File: src/hdl/stcs_pkg.sv
`timescale 1ns / 1ps
// ----------------------------------------------------------------------------
// stcs_pkg
// Shared types and constants for the stitch-counted trim and blow sequencer.
// ----------------------------------------------------------------------------
package stcs_pkg;

    localparam int CFG_DATA_W = 16;
    localparam int CFG_IDX_W  = 3;
    localparam int CNT_W      = 32;
    localparam int TMR_W      = 16;

    localparam logic [CNT_W-1:0] NOISE_STITCHES = 32'd2;

    // configuration register indexes
    localparam logic [CFG_IDX_W-1:0] REG_CUT_MODE       = 3'd0;
    localparam logic [CFG_IDX_W-1:0] REG_AIR_MODE       = 3'd1;
    localparam logic [CFG_IDX_W-1:0] REG_CUT_PULSE_MS   = 3'd2;
    localparam logic [CFG_IDX_W-1:0] REG_ENTRY_STITCHES = 3'd3;
    localparam logic [CFG_IDX_W-1:0] REG_EXIT_STITCHES  = 3'd4;
    localparam logic [CFG_IDX_W-1:0] REG_AIR_ENTRY_MS   = 3'd5;
    localparam logic [CFG_IDX_W-1:0] REG_AIR_EXIT_MS    = 3'd6;
    localparam logic [CFG_IDX_W-1:0] REG_AIR_RUN_MS     = 3'd7;

    // mode codes
    localparam logic [2:0] CUT_BOTH  = 3'd1;
    localparam logic [2:0] CUT_ENTRY = 3'd2;
    localparam logic [2:0] CUT_EXIT  = 3'd3;
    localparam logic [2:0] AIR_BOTH  = 3'd1;
    localparam logic [2:0] AIR_ENTRY = 3'd2;
    localparam logic [2:0] AIR_EXIT  = 3'd3;
    localparam logic [2:0] AIR_RUN   = 3'd4;

    // reset values of the configuration registers
    localparam logic [2:0]       RST_CUT_MODE       = CUT_BOTH;
    localparam logic [2:0]       RST_AIR_MODE       = AIR_BOTH;
    localparam logic [TMR_W-1:0] RST_CUT_PULSE_MS   = 16'd200;
    localparam logic [TMR_W-1:0] RST_ENTRY_STITCHES = 16'd10;
    localparam logic [TMR_W-1:0] RST_EXIT_STITCHES  = 16'd20;
    localparam logic [TMR_W-1:0] RST_AIR_ENTRY_MS   = 16'd1000;
    localparam logic [TMR_W-1:0] RST_AIR_EXIT_MS    = 16'd3000;
    localparam logic [TMR_W-1:0] RST_AIR_RUN_MS     = 16'd5000;

    // action flag bits
    localparam int FL_CUT_IN   = 0;
    localparam int FL_CUT_OUT  = 1;
    localparam int FL_AIR_IN   = 2;
    localparam int FL_AIR_OUT  = 3;
    localparam int FL_AIR_FULL = 4;
    localparam int FL_CYC_END  = 5;
    localparam int FL_W        = 6;

    typedef enum logic [1:0] {
        PH_WAIT_FABRIC = 2'd0,
        PH_ENTRY       = 2'd1,
        PH_WAIT_END    = 2'd2
    } phase_t;

    typedef struct packed {
        logic [2:0]       cut_mode;
        logic [2:0]       air_mode;
        logic [TMR_W-1:0] cut_pulse_ms;
        logic [TMR_W-1:0] entry_stitches;
        logic [TMR_W-1:0] exit_stitches;
        logic [TMR_W-1:0] air_entry_ms;
        logic [TMR_W-1:0] air_exit_ms;
        logic [TMR_W-1:0] air_run_ms;
    } cfg_t;

    typedef struct packed {
        logic             cut_relay;
        logic             air_relay;
        logic             fabric_present;
        logic [1:0]       phase;
        logic [CNT_W-1:0] stitches_since_change;
        logic [CNT_W-1:0] last_cycle_stitches;
    } res_t;

endpackage

File: src/hdl/stitch_counted_trim_and_blow_sequencer_top.sv
`timescale 1ns / 1ps
// ----------------------------------------------------------------------------
// stitch_counted_trim_and_blow_sequencer_top
// Tick-driven trim and air-blow sequencer: request register, sequencer core,
// result register and configuration registers.
// ----------------------------------------------------------------------------
// Path: request register, then tick update into the result register.
// Throughput: one request per cycle while the result is not stalled; the tick
// update is one pass of logic between the request and result registers.
// Reset: asynchronous, active low; clears all sequencer state and loads the
// configuration registers with their default values.
module stitch_counted_trim_and_blow_sequencer_top (
    input  logic                           clk,
    input  logic                           rst_n,
    input  logic                           req_valid,
    output logic                           req_stall,
    input  logic                           count_sensor,
    input  logic                           fabric_sensor,
    output logic                           rsp_valid,
    input  logic                           rsp_stall,
    output logic                           cut_relay,
    output logic                           air_relay,
    output logic                           fabric_present,
    output logic [1:0]                     phase,
    output logic [stcs_pkg::CNT_W-1:0]     stitches_since_change,
    output logic [stcs_pkg::CNT_W-1:0]     last_cycle_stitches,
    input  logic                           cfg_we,
    input  logic [stcs_pkg::CFG_IDX_W-1:0] cfg_index,
    input  logic [stcs_pkg::CFG_DATA_W-1:0] cfg_data
);
    import stcs_pkg::*;

    cfg_t cfg_reg;
    logic req_vld_reg, req_vld_next;
    logic cnt_reg, fab_reg;
    logic rsp_vld_reg, rsp_vld_next;
    res_t rsp_reg;
    res_t core_res;
    logic advance, step, accept;

    assign advance   = !rsp_vld_reg || !rsp_stall;
    assign step      = req_vld_reg && advance;
    assign req_stall = req_vld_reg && !advance;
    assign accept    = req_valid && !req_stall;

    always_comb
    begin
        req_vld_next = req_vld_reg;
        if (accept)
        begin
            req_vld_next = 1'b1;
        end
        else if (step)
        begin
            req_vld_next = 1'b0;
        end

        rsp_vld_next = rsp_vld_reg;
        if (step)
        begin
            rsp_vld_next = 1'b1;
        end
        else if (!rsp_stall)
        begin
            rsp_vld_next = 1'b0;
        end
    end

    always_ff @(posedge clk or negedge rst_n)
    begin
        if (!rst_n)
        begin
            req_vld_reg <= 1'b0;
            rsp_vld_reg <= 1'b0;
        end
        else
        begin
            req_vld_reg <= req_vld_next;
            rsp_vld_reg <= rsp_vld_next;
        end
    end

    always_ff @(posedge clk)
    begin
        if (accept)
        begin
            cnt_reg <= count_sensor;
            fab_reg <= fabric_sensor;
        end
        if (step)
        begin
            rsp_reg <= core_res;
        end
    end

    always_ff @(posedge clk or negedge rst_n)
    begin
        if (!rst_n)
        begin
            cfg_reg.cut_mode       <= RST_CUT_MODE;
            cfg_reg.air_mode       <= RST_AIR_MODE;
            cfg_reg.cut_pulse_ms   <= RST_CUT_PULSE_MS;
            cfg_reg.entry_stitches <= RST_ENTRY_STITCHES;
            cfg_reg.exit_stitches  <= RST_EXIT_STITCHES;
            cfg_reg.air_entry_ms   <= RST_AIR_ENTRY_MS;
            cfg_reg.air_exit_ms    <= RST_AIR_EXIT_MS;
            cfg_reg.air_run_ms     <= RST_AIR_RUN_MS;
        end
        else if (cfg_we)
        begin
            unique case (cfg_index)
                REG_CUT_MODE:       cfg_reg.cut_mode       <= cfg_data[2:0];
                REG_AIR_MODE:       cfg_reg.air_mode       <= cfg_data[2:0];
                REG_CUT_PULSE_MS:   cfg_reg.cut_pulse_ms   <= cfg_data;
                REG_ENTRY_STITCHES: cfg_reg.entry_stitches <= cfg_data;
                REG_EXIT_STITCHES:  cfg_reg.exit_stitches  <= cfg_data;
                REG_AIR_ENTRY_MS:   cfg_reg.air_entry_ms   <= cfg_data;
                REG_AIR_EXIT_MS:    cfg_reg.air_exit_ms    <= cfg_data;
                REG_AIR_RUN_MS:     cfg_reg.air_run_ms     <= cfg_data;
                default:
                begin
                end
            endcase
        end
    end

    stcs_core u_core (
        .clk           (clk),
        .rst_n         (rst_n),
        .step          (step),
        .count_sensor  (cnt_reg),
        .fabric_sensor (fab_reg),
        .cfg           (cfg_reg),
        .res           (core_res)
    );

    assign rsp_valid             = rsp_vld_reg;
    assign cut_relay             = rsp_reg.cut_relay;
    assign air_relay             = rsp_reg.air_relay;
    assign fabric_present        = rsp_reg.fabric_present;
    assign phase                 = rsp_reg.phase;
    assign stitches_since_change = rsp_reg.stitches_since_change;
    assign last_cycle_stitches   = rsp_reg.last_cycle_stitches;

endmodule

File: src/hdl/stcs_core.sv
`timescale 1ns / 1ps
// ----------------------------------------------------------------------------
// stcs_core
// Sequencer state and the per-tick update: stitch counting, fabric tracking,
// phase logic and the cut / air pulse timers.
// ----------------------------------------------------------------------------
module stcs_core (
    input  logic          clk,
    input  logic          rst_n,
    input  logic          step,
    input  logic          count_sensor,
    input  logic          fabric_sensor,
    input  stcs_pkg::cfg_t cfg,
    output stcs_pkg::res_t res
);
    import stcs_pkg::*;

    logic             count_prev_reg, count_prev_next;
    logic             fabric_prev_reg, fabric_prev_next;
    logic             fabric_flag_reg, fabric_flag_next;
    logic [CNT_W-1:0] stitch_total_reg, stitch_total_next;
    logic [CNT_W-1:0] change_mark_reg, change_mark_next;
    logic [CNT_W-1:0] cycle_start_reg, cycle_start_next;
    logic [CNT_W-1:0] cycle_end_reg, cycle_end_next;
    logic [CNT_W-1:0] prev_len_reg, prev_len_next;
    phase_t           phase_reg, phase_next;
    logic [FL_W-1:0]  flags_reg, flags_next;
    logic             cut_on_reg, cut_on_next;
    logic             air_on_reg, air_on_next;
    logic [TMR_W-1:0] cut_el_reg, cut_el_next;
    logic [TMR_W-1:0] air_el_reg, air_el_next;
    logic [TMR_W-1:0] air_dur_reg, air_dur_next;

    logic             stitch;
    logic [CNT_W-1:0] since;
    logic             cut_entry_en, cut_exit_en, air_entry_en, air_exit_en;

    assign cut_entry_en = (cfg.cut_mode == CUT_BOTH) || (cfg.cut_mode == CUT_ENTRY);
    assign cut_exit_en  = (cfg.cut_mode == CUT_BOTH) || (cfg.cut_mode == CUT_EXIT);
    assign air_entry_en = (cfg.air_mode == AIR_BOTH) || (cfg.air_mode == AIR_ENTRY);
    assign air_exit_en  = (cfg.air_mode == AIR_BOTH) || (cfg.air_mode == AIR_EXIT);

    always_comb
    begin
        count_prev_next   = count_prev_reg;
        fabric_prev_next  = fabric_prev_reg;
        fabric_flag_next  = fabric_flag_reg;
        stitch_total_next = stitch_total_reg;
        change_mark_next  = change_mark_reg;
        cycle_start_next  = cycle_start_reg;
        cycle_end_next    = cycle_end_reg;
        prev_len_next     = prev_len_reg;
        phase_next        = phase_reg;
        flags_next        = flags_reg;
        cut_on_next       = cut_on_reg;
        air_on_next       = air_on_reg;
        cut_el_next       = cut_el_reg;
        air_el_next       = air_el_reg;
        air_dur_next      = air_dur_reg;

        // elapsed timers saturate
        if (cut_el_reg != {TMR_W{1'b1}})
        begin
            cut_el_next = cut_el_reg + 1'b1;
        end
        if (air_el_reg != {TMR_W{1'b1}})
        begin
            air_el_next = air_el_reg + 1'b1;
        end

        stitch = (count_sensor != count_prev_reg);
        if (stitch)
        begin
            stitch_total_next = stitch_total_reg + 1'b1;
            count_prev_next   = count_sensor;
        end

        if (fabric_sensor != fabric_prev_reg)
        begin
            fabric_flag_next = fabric_sensor;
            change_mark_next = stitch_total_next;
            fabric_prev_next = fabric_sensor;
        end

        since = stitch_total_next - change_mark_next;

        unique case (phase_reg)
            PH_WAIT_FABRIC:
            begin
                if (since > NOISE_STITCHES && fabric_flag_next)
                begin
                    phase_next       = PH_ENTRY;
                    cycle_start_next = stitch_total_next;
                end
            end
            PH_ENTRY:
            begin
                if (cut_entry_en)
                begin
                    if (!flags_next[FL_CUT_IN] && since > {16'd0, cfg.entry_stitches})
                    begin
                        // armed exit cut or no fabric: mark done, no fire
                        if (!flags_next[FL_CYC_END] && fabric_flag_next)
                        begin
                            cut_el_next = '0;
                            cut_on_next = 1'b1;
                        end
                        flags_next[FL_CUT_IN] = 1'b1;
                    end
                end
                else
                begin
                    flags_next[FL_CUT_IN] = 1'b1;
                end
                if (air_entry_en)
                begin
                    if (!flags_next[FL_AIR_IN])
                    begin
                        air_dur_next = cfg.air_entry_ms;
                        air_el_next  = '0;
                        air_on_next  = 1'b1;
                        flags_next[FL_AIR_IN] = 1'b1;
                    end
                end
                else
                begin
                    flags_next[FL_AIR_IN] = 1'b1;
                end
                if (flags_next[FL_CUT_IN] && flags_next[FL_AIR_IN])
                begin
                    phase_next = PH_WAIT_END;
                end
            end
            PH_WAIT_END:
            begin
                if (since > NOISE_STITCHES && !fabric_flag_next)
                begin
                    if (air_exit_en && !flags_next[FL_AIR_OUT])
                    begin
                        air_dur_next = cfg.air_exit_ms;
                        air_el_next  = '0;
                        air_on_next  = 1'b1;
                    end
                    flags_next[FL_CUT_IN]  = 1'b0;
                    flags_next[FL_CUT_OUT] = 1'b0;
                    flags_next[FL_AIR_IN]  = 1'b0;
                    flags_next[FL_AIR_OUT] = 1'b0;
                    flags_next[FL_CYC_END] = 1'b1;
                    cycle_end_next = stitch_total_next;
                    prev_len_next  = stitch_total_next - cycle_start_next;
                    phase_next     = PH_WAIT_FABRIC;
                end
            end
            default:
            begin
            end
        endcase

        // run blast: each stitch starts it or restarts its timer
        if (stitch && cfg.air_mode == AIR_RUN)
        begin
            if (!flags_next[FL_AIR_FULL])
            begin
                flags_next[FL_AIR_FULL] = 1'b1;
                air_dur_next = cfg.air_run_ms;
                air_el_next  = '0;
                air_on_next  = 1'b1;
            end
            else
            begin
                air_el_next = '0;
            end
        end

        if (flags_next[FL_CYC_END])
        begin
            if (stitch_total_next - cycle_end_next > {16'd0, cfg.exit_stitches})
            begin
                if (cut_exit_en && !flags_next[FL_CUT_OUT])
                begin
                    cut_el_next = '0;
                    cut_on_next = 1'b1;
                end
                flags_next[FL_CUT_OUT] = 1'b1;
                flags_next[FL_CYC_END] = 1'b0;
            end
        end

        if (air_el_next >= air_dur_next)
        begin
            air_on_next = 1'b0;
            flags_next[FL_AIR_FULL] = 1'b0;
        end
        if (cut_el_next >= cfg.cut_pulse_ms)
        begin
            cut_on_next = 1'b0;
        end
    end

    always_ff @(posedge clk or negedge rst_n)
    begin
        if (!rst_n)
        begin
            count_prev_reg   <= 1'b0;
            fabric_prev_reg  <= 1'b0;
            fabric_flag_reg  <= 1'b0;
            stitch_total_reg <= '0;
            change_mark_reg  <= '0;
            cycle_start_reg  <= '0;
            cycle_end_reg    <= '0;
            prev_len_reg     <= '0;
            phase_reg        <= PH_WAIT_FABRIC;
            flags_reg        <= '0;
            cut_on_reg       <= 1'b0;
            air_on_reg       <= 1'b0;
            cut_el_reg       <= '0;
            air_el_reg       <= '0;
            air_dur_reg      <= '0;
        end
        else if (step)
        begin
            count_prev_reg   <= count_prev_next;
            fabric_prev_reg  <= fabric_prev_next;
            fabric_flag_reg  <= fabric_flag_next;
            stitch_total_reg <= stitch_total_next;
            change_mark_reg  <= change_mark_next;
            cycle_start_reg  <= cycle_start_next;
            cycle_end_reg    <= cycle_end_next;
            prev_len_reg     <= prev_len_next;
            phase_reg        <= phase_next;
            flags_reg        <= flags_next;
            cut_on_reg       <= cut_on_next;
            air_on_reg       <= air_on_next;
            cut_el_reg       <= cut_el_next;
            air_el_reg       <= air_el_next;
            air_dur_reg      <= air_dur_next;
        end
    end

    assign res.cut_relay             = cut_on_next;
    assign res.air_relay             = air_on_next;
    assign res.fabric_present        = fabric_flag_next;
    assign res.phase                 = phase_next;
    assign res.stitches_since_change = since;
    assign res.last_cycle_stitches   = prev_len_next;

endmodule

File: config.mk
export PLATFORM = sky130hd
export DESIGN_NAME = stitch_counted_trim_and_blow_sequencer_top
export DESIGN_NICKNAME = d
export VERILOG_FILES = /design/src/hdl/stcs_pkg.sv /design/src/hdl/stitch_counted_trim_and_blow_sequencer_top.sv /design/src/hdl/stcs_core.sv
export SDC_FILE = /design/constraint.sdc
export NUM_CORES = 1
export LEC_CHECK = 0
export BUFFER_PORTS_ARGS = -buffer_cell sky130_fd_sc_hd__buf_2
export CORE_MARGIN = 1
export CORE_UTILIZATION = 30
export CTS_CLUSTER_SIZE = 30
export DETAILED_ROUTE_END_ITERATION = 16
export PLACE_DENSITY = 0.43
export SETUP_SLACK_MARGIN = 0.5
export SLEW_MARGIN = 20
export SYNTH_ARGS = -nofsm -noshare
export SYNTH_HDL_FRONTEND = slang
export SYNTH_SLANG_ARGS = --single-unit
File: constraint.sdc
create_clock -name clk -period 27.3 [get_ports clk]
set_input_delay 2.73 -clock clk [delete_from_list [all_inputs] [get_ports clk]]
set_output_delay 2.73 -clock clk [all_outputs]
set_load 0.005 [all_outputs]
* Word level (Yosys, flattened, before mapping) *
Index checks and enable logic that the tools add are counted.

word-level totals
  word-level logic and storage cells = 178
  input port bits = 26
  output and inout port bits = 71
  bits in registers = 395

operators by class
  reduce and logical (&&, ||, !) cells = 41
  magnitude comparators = 5
  add/sub/neg operators = 6
  equality and inequality tests = 22
  muxes and demuxes = 69

operator list
  kind                                                            count
  2-to-1 mux 16 bit                                               20
  2-to-1 mux 32 bit                                               6
  subtractor 32 bit                                               3
  greater-than comparator 32 x 16 -> 1 bit                        2
  case mux 16 bit (2 select lines)                                2
  2-to-1 mux 1 bit                                                33
  adder 16 x 1 -> 16 bit, second input constant                   2
  adder 32 x 1 -> 32 bit, second input constant                   1
  greater-or-equal comparator 16 bit                              2
  greater-than comparator 32 x 2 -> 1 bit, second input constant  1
  != test 16 bit, second input constant                           2
  AND reduction 2 bit                                             11
  == test 3 x 2 -> 1 bit, second input constant                   6
  == test 3 bit, second input constant                            5
  logical AND 1 bit                                               10
  == test 3 x 1 -> 1 bit, second input constant                   3
  zero test 1 bit                                                 8
  2-to-1 mux 2 bit                                                3
  case mux 1 bit (2 select lines)                                 3
  case mux 2 bit (3 select lines)                                 1
  AND reduction 3 bit                                             2
  nonzero test 2 bit                                              3
  logical OR 1 bit                                                5
  != test 2 x 1 -> 1 bit, second input constant                   2
  other kinds (6)                                                 7

* Longest topological paths before layout *
  depth in word-level cells = 15
  depth in mapped cells = 81
  mapped depth without buffers = 72

* Cells and area by module *
Synthesis repeated with hierarchy kept, for this count alone.

unflattened totals
  cells, all modules = 2,817
  area total of the unflattened synthesis = 26,152.6 um2

modules (own cells, without submodules)
  module                                      area an instance (um2)  times used  cells an instance  sequential area each (um2)
  stcs_core                                   19,875.3                1           2,514              5,505.3
  stitch_counted_trim_and_blow_sequencer_top  6,277.3                 1           303                4,768.3

* Least setup slack after synthesis *
OpenSTA, ideal clock, no wires.

  kind = register to register
  start point = reg fab_reg
  end point = reg rsp_reg (netlist bit cut_relay) (data pin)
  buffers on the path = 10
  data arrival time = 15.348 ns
  period minus slack after synthesis = 15.478 ns
  library setup time = 0.129 ns
  required time = 27.171 ns
  path slack = 11.822 ns
  cell stages (with the launch flop) = 78
  path through = edfxtp_1 clkbuf_1 xor2_1 clkbuf_1 buf_1 buf_1 clkbuf_1 o21ai_0 ha_1 nand3b_1 o211ai_1 o31ai_1 o21ai_1 a41oi_1 o41ai_4 a21oi_2 or3_1 a2111o_1 [... 42 more ...] a21o_1 a21o_1 a21o_1 a21o_1 a21oi_1 nor2b_1 o21ai_0 nand2b_1 a21oi_1 nor2b_1 o21ai_0 nand2b_1 a21oi_1 nor2b_1 o21ai_0 nand2b_1 a21oi_1 o21a_1

RTL lines
  what                    line                                              source
  start, declared         stitch_counted_trim_and_blow_sequencer_top.sv:35  logic cnt_reg, fab_reg;
  start signal, assigned  stitch_counted_trim_and_blow_sequencer_top.sv:88  fab_reg <= fabric_sensor;
  end signal, assigned    stitch_counted_trim_and_blow_sequencer_top.sv:92  rsp_reg <= core_res;
  end, declared           stitch_counted_trim_and_blow_sequencer_top.sv:37  res_t rsp_reg;

==> summary.txt <==
clock skew: 40.7 ps
post-layout util: 0.344
WL final: 82,100 microns
CTS Buf Count: 51
DRT Pass-1 Iters: 7
Fin. Hold Viols: 0
Lkg Pwr: 0.0124 uW
drt via density: 5.19
crit end category: register
Net Count, Synth: 3,043
Worst EP required: 27,780 ps
worst vdd ir: 0.0000459 V
IO Pins: 97
post-layout min period: 16,350 ps
Post-synth top flop: dfrtp_1
# DRC: 0
Synth warnings: 0
Final HPWL DP: 59,500 microns
clock sinks: 395
starting density of the core: 0.303
post-route non-filler standard cell count: 4,133
RSZ-0062 raised after global routing: no
fin crit share: 0.599
post-route setup slack: 10,950 ps
Slew Limit Headroom: 0.238
Synth Cell Area: 25,800 sq um
Clock Path Buffers: 3
Skew-Pair Late Insertion Delay: 640 ps
core footprint: 85,100 sq um
die area: 87,200 sq um
Synth area leaders: dfrtp_1, edfxtp_1, nand2_1
Setup WS pre-CTS: 10,990 ps
final setup violation count: 0
Slew @ Worst Pin: 1130 ps
area leader, netlist: dfrtp_1
Crit path largest cell delay: 710 ps
Die Span Y: 295 microns
Layout area overhead: 13.4%
cell total after placement: 4,035
Crit Path Max Fanout: 36
final max-slew violation count: 0
Most Crowded Layer GR: met2
#FFs+latches synth: 395
DR iter-0 viols: 1,278
share of layout cells above drive strength 1: 0.134
via count: 21,500
Slowest-stage cell, CP: xor2_1
initial antenna violation count: 3
H-tree level count: 2
CTS Hold Bufs: 0
All-Layer GR Usage: 0.189
outcome: finished clean
Seq/Total Area, Yosys: 0.398
post-route setup TNS: 0 ps
Final ANT Viol Nets: 0
TritonCTS clock tree: done
achievable frequency: 61.2 MHz
post-CTS setup buffer count: 0
clk slew on worst S/H paths: 60 ps
# port buffers: 96
num rows: 107
Post-synth EDFFs: 71
first-pass GRT wire length: 127,000 microns
post-synth top area share: 0.288
Post-Syn Area per Cell: 8.88 sq um
cells after synthesis: 2,907
routing usage on met1: 0.252
P per Cell Area: 98.2 nW/um^2
maxcap violations: 0
ys async rst share: 0.820
vias in the first global route: 21,300
GP Congestion: 0.867
crit path DAT: 16,830 ps
largest net degree at the start of global routing: 87
M2 GR Usage: 0.315
HP Class: reg -> reg
Avg WL per Cell: 19.9 microns
GR Overflow Total: 0
routing usage on met3: 0.0248
max reg flops: 102
CP Class: reg -> reg
nets: 3,081
Netlist cell types: 102
CTS resizes: 0
die width: 295 microns
type of origin of the critical path: register
CTS Root Cell: clkbuf_16
cell type report:
cell class,count,area [sq um]
Antenna cell,1,2.50
Clock buffer,76,1550
Clock inverter,20,184
Fill cell,8852,55900
Inverter,136,513
Multi-Input combinational cell,2220,14500
Sequential cell,395,10300
Tap cell,1144,1430
Timing Repair Buffer,141,832
metrics by stage:
stage | instance area, sq um | hold slack (ps) | power [uW]
4_1_cts | 29200 | 479 | 2920
5_1_grt | 29300 | 501 | 3110
3_5_place_dp | 27500 | 465 | 2200
3_3_place_gp | 27500 | 459 | 2190
2_1_floorplan | 25800 | 446 | 1780
6_report | 29300 | 478 | 2870
logic make-up (layout without fill, tap and decap cells):
family | after synthesis | in the layout | share of synthesized area
flip-flops | 395 | 395 | 0.398
XOR/XNOR | 205 | 205 | 0.0774
adder cells (fa/ha/maj) | 146 | 146 | 0.0683
multiplexers | 88 | 88 | 0.0381
AO/OA/AOI/OAI | 787 | 787 | 0.192
other | 0 | 1 | 0
AND/OR/NAND/NOR | 994 | 994 | 0.182
buffers and inverters | 292 | 373 | 0.0442
metal layers:
metal / vias to the layer above / wire length (microns)
met5: - / 0
met1: 10500 / 37800
met2: 469 / 38700
met3: 102 / 3440
li1: 10400 / -
met4: 0 / 2170
cells in the mapped netlist, types with 7 or more instances:
library cell,n
a211oi_1,12
a21boi_0,10
a21o_1,45
a21oi_1,209
a222oi_1,17
a22o_1,33
a31oi_1,25
and2_1,17
and3_1,15
buf_1,17
buf_2,17
clkbuf_1,118
dfrtp_1,297
dfstp_2,27
edfxtp_1,71
ha_1,107
inv_1,134
maj3_1,34
mux2_2,81
mux2i_1,7
nand2_1,387
nand2b_1,34
nand3_1,71
nand4_1,32
nor2_1,247
nor2b_1,28
nor3_1,41
nor3b_1,7
nor4_1,16
o2111ai_1,9
o211ai_1,15
o21a_1,12
o21ai_0,261
o21bai_1,7
o221ai_1,7
o22ai_1,8
o31ai_1,32
or2_2,20
or3_1,24
or4_1,10
xnor2_1,127
xnor3_1,12
xor2_1,61
worst paths after layout:
path,start,end,slack (ps),cells after the start
hold / removal,u_core.prev_len_reg[26],u_core.prev_len_reg[26],480,2
min in group asynchronous,rst_n,u_core.cut_el_reg[8],2050,1
hold reg to reg,u_core.prev_len_reg[26],u_core.prev_len_reg[26],480,2
setup reg to reg,cnt_reg,cut_relay,10950,72
max in group asynchronous,rst_n,u_core.change_mark_reg[4],23810,2
setup / recovery,cnt_reg,cut_relay,10950,72
cell usage in the layout, fill, tap and decap left out, types with 10 or more instances in the layout:
cell type / netlist / final
a31oi_1: 25 / 25
nand2_1: 387 / 385
and2_1: 17 / 17
nor2b_1: 28 / 27
edfxtp_1: 71 / 71
a21boi_0: 10 / 10
ha_1: 107 / 107
clkbuf_1: 118 / 10
buf_4: 2 / 44
clkbuf_8: 0 / 12
or3_1: 24 / 24
o21ai_0: 261 / 261
a21oi_1: 209 / 209
o31ai_1: 32 / 32
inv_1: 134 / 134
a211oi_1: 12 / 12
or2_2: 20 / 20
dfrtp_1: 297 / 297
xor2_1: 61 / 60
nor2_1: 247 / 246
dfstp_2: 27 / 27
nand2b_1: 34 / 34
maj3_1: 34 / 34
o21a_1: 12 / 11
and3_1: 15 / 15
a22o_1: 33 / 33
mux2_2: 81 / 81
o211ai_1: 15 / 15
xnor2_1: 127 / 126
nand3_1: 71 / 70
nand4_1: 32 / 32
clkbuf_16: 0 / 54
or4_1: 10 / 10
a21o_1: 45 / 45
xnor3_1: 12 / 12
nor4_1: 16 / 16
clkinv_2: 0 / 11
a222oi_1: 17 / 17
buf_2: 17 / 95
nor3_1: 41 / 40
where the power goes:
part | internal, uW | leakage (uW) | total [uW] | switching [uW]
Combinational | 511 | 0.00688 | 1300 | 785
Clock | 405 | 0.000861 | 687 | 282
Sequential | 781 | 0.00467 | 891 | 110
Total | 1700 | 0.0124 | 2870 | 1180
worst max-delay path: cells and delay by family, from the launching register on:
kind	cells	cell delay, ps
xor gates and xnor gates	2	1040
AOI/OAI and AO/OA	40	8510
adders and majority gates	8	2540
DFF	1	450
buffers and inverters	3	760
and+or+nand+nor	18	2670
muxes	1	150
Note: power is estimated with default switching activity, not from simulation.
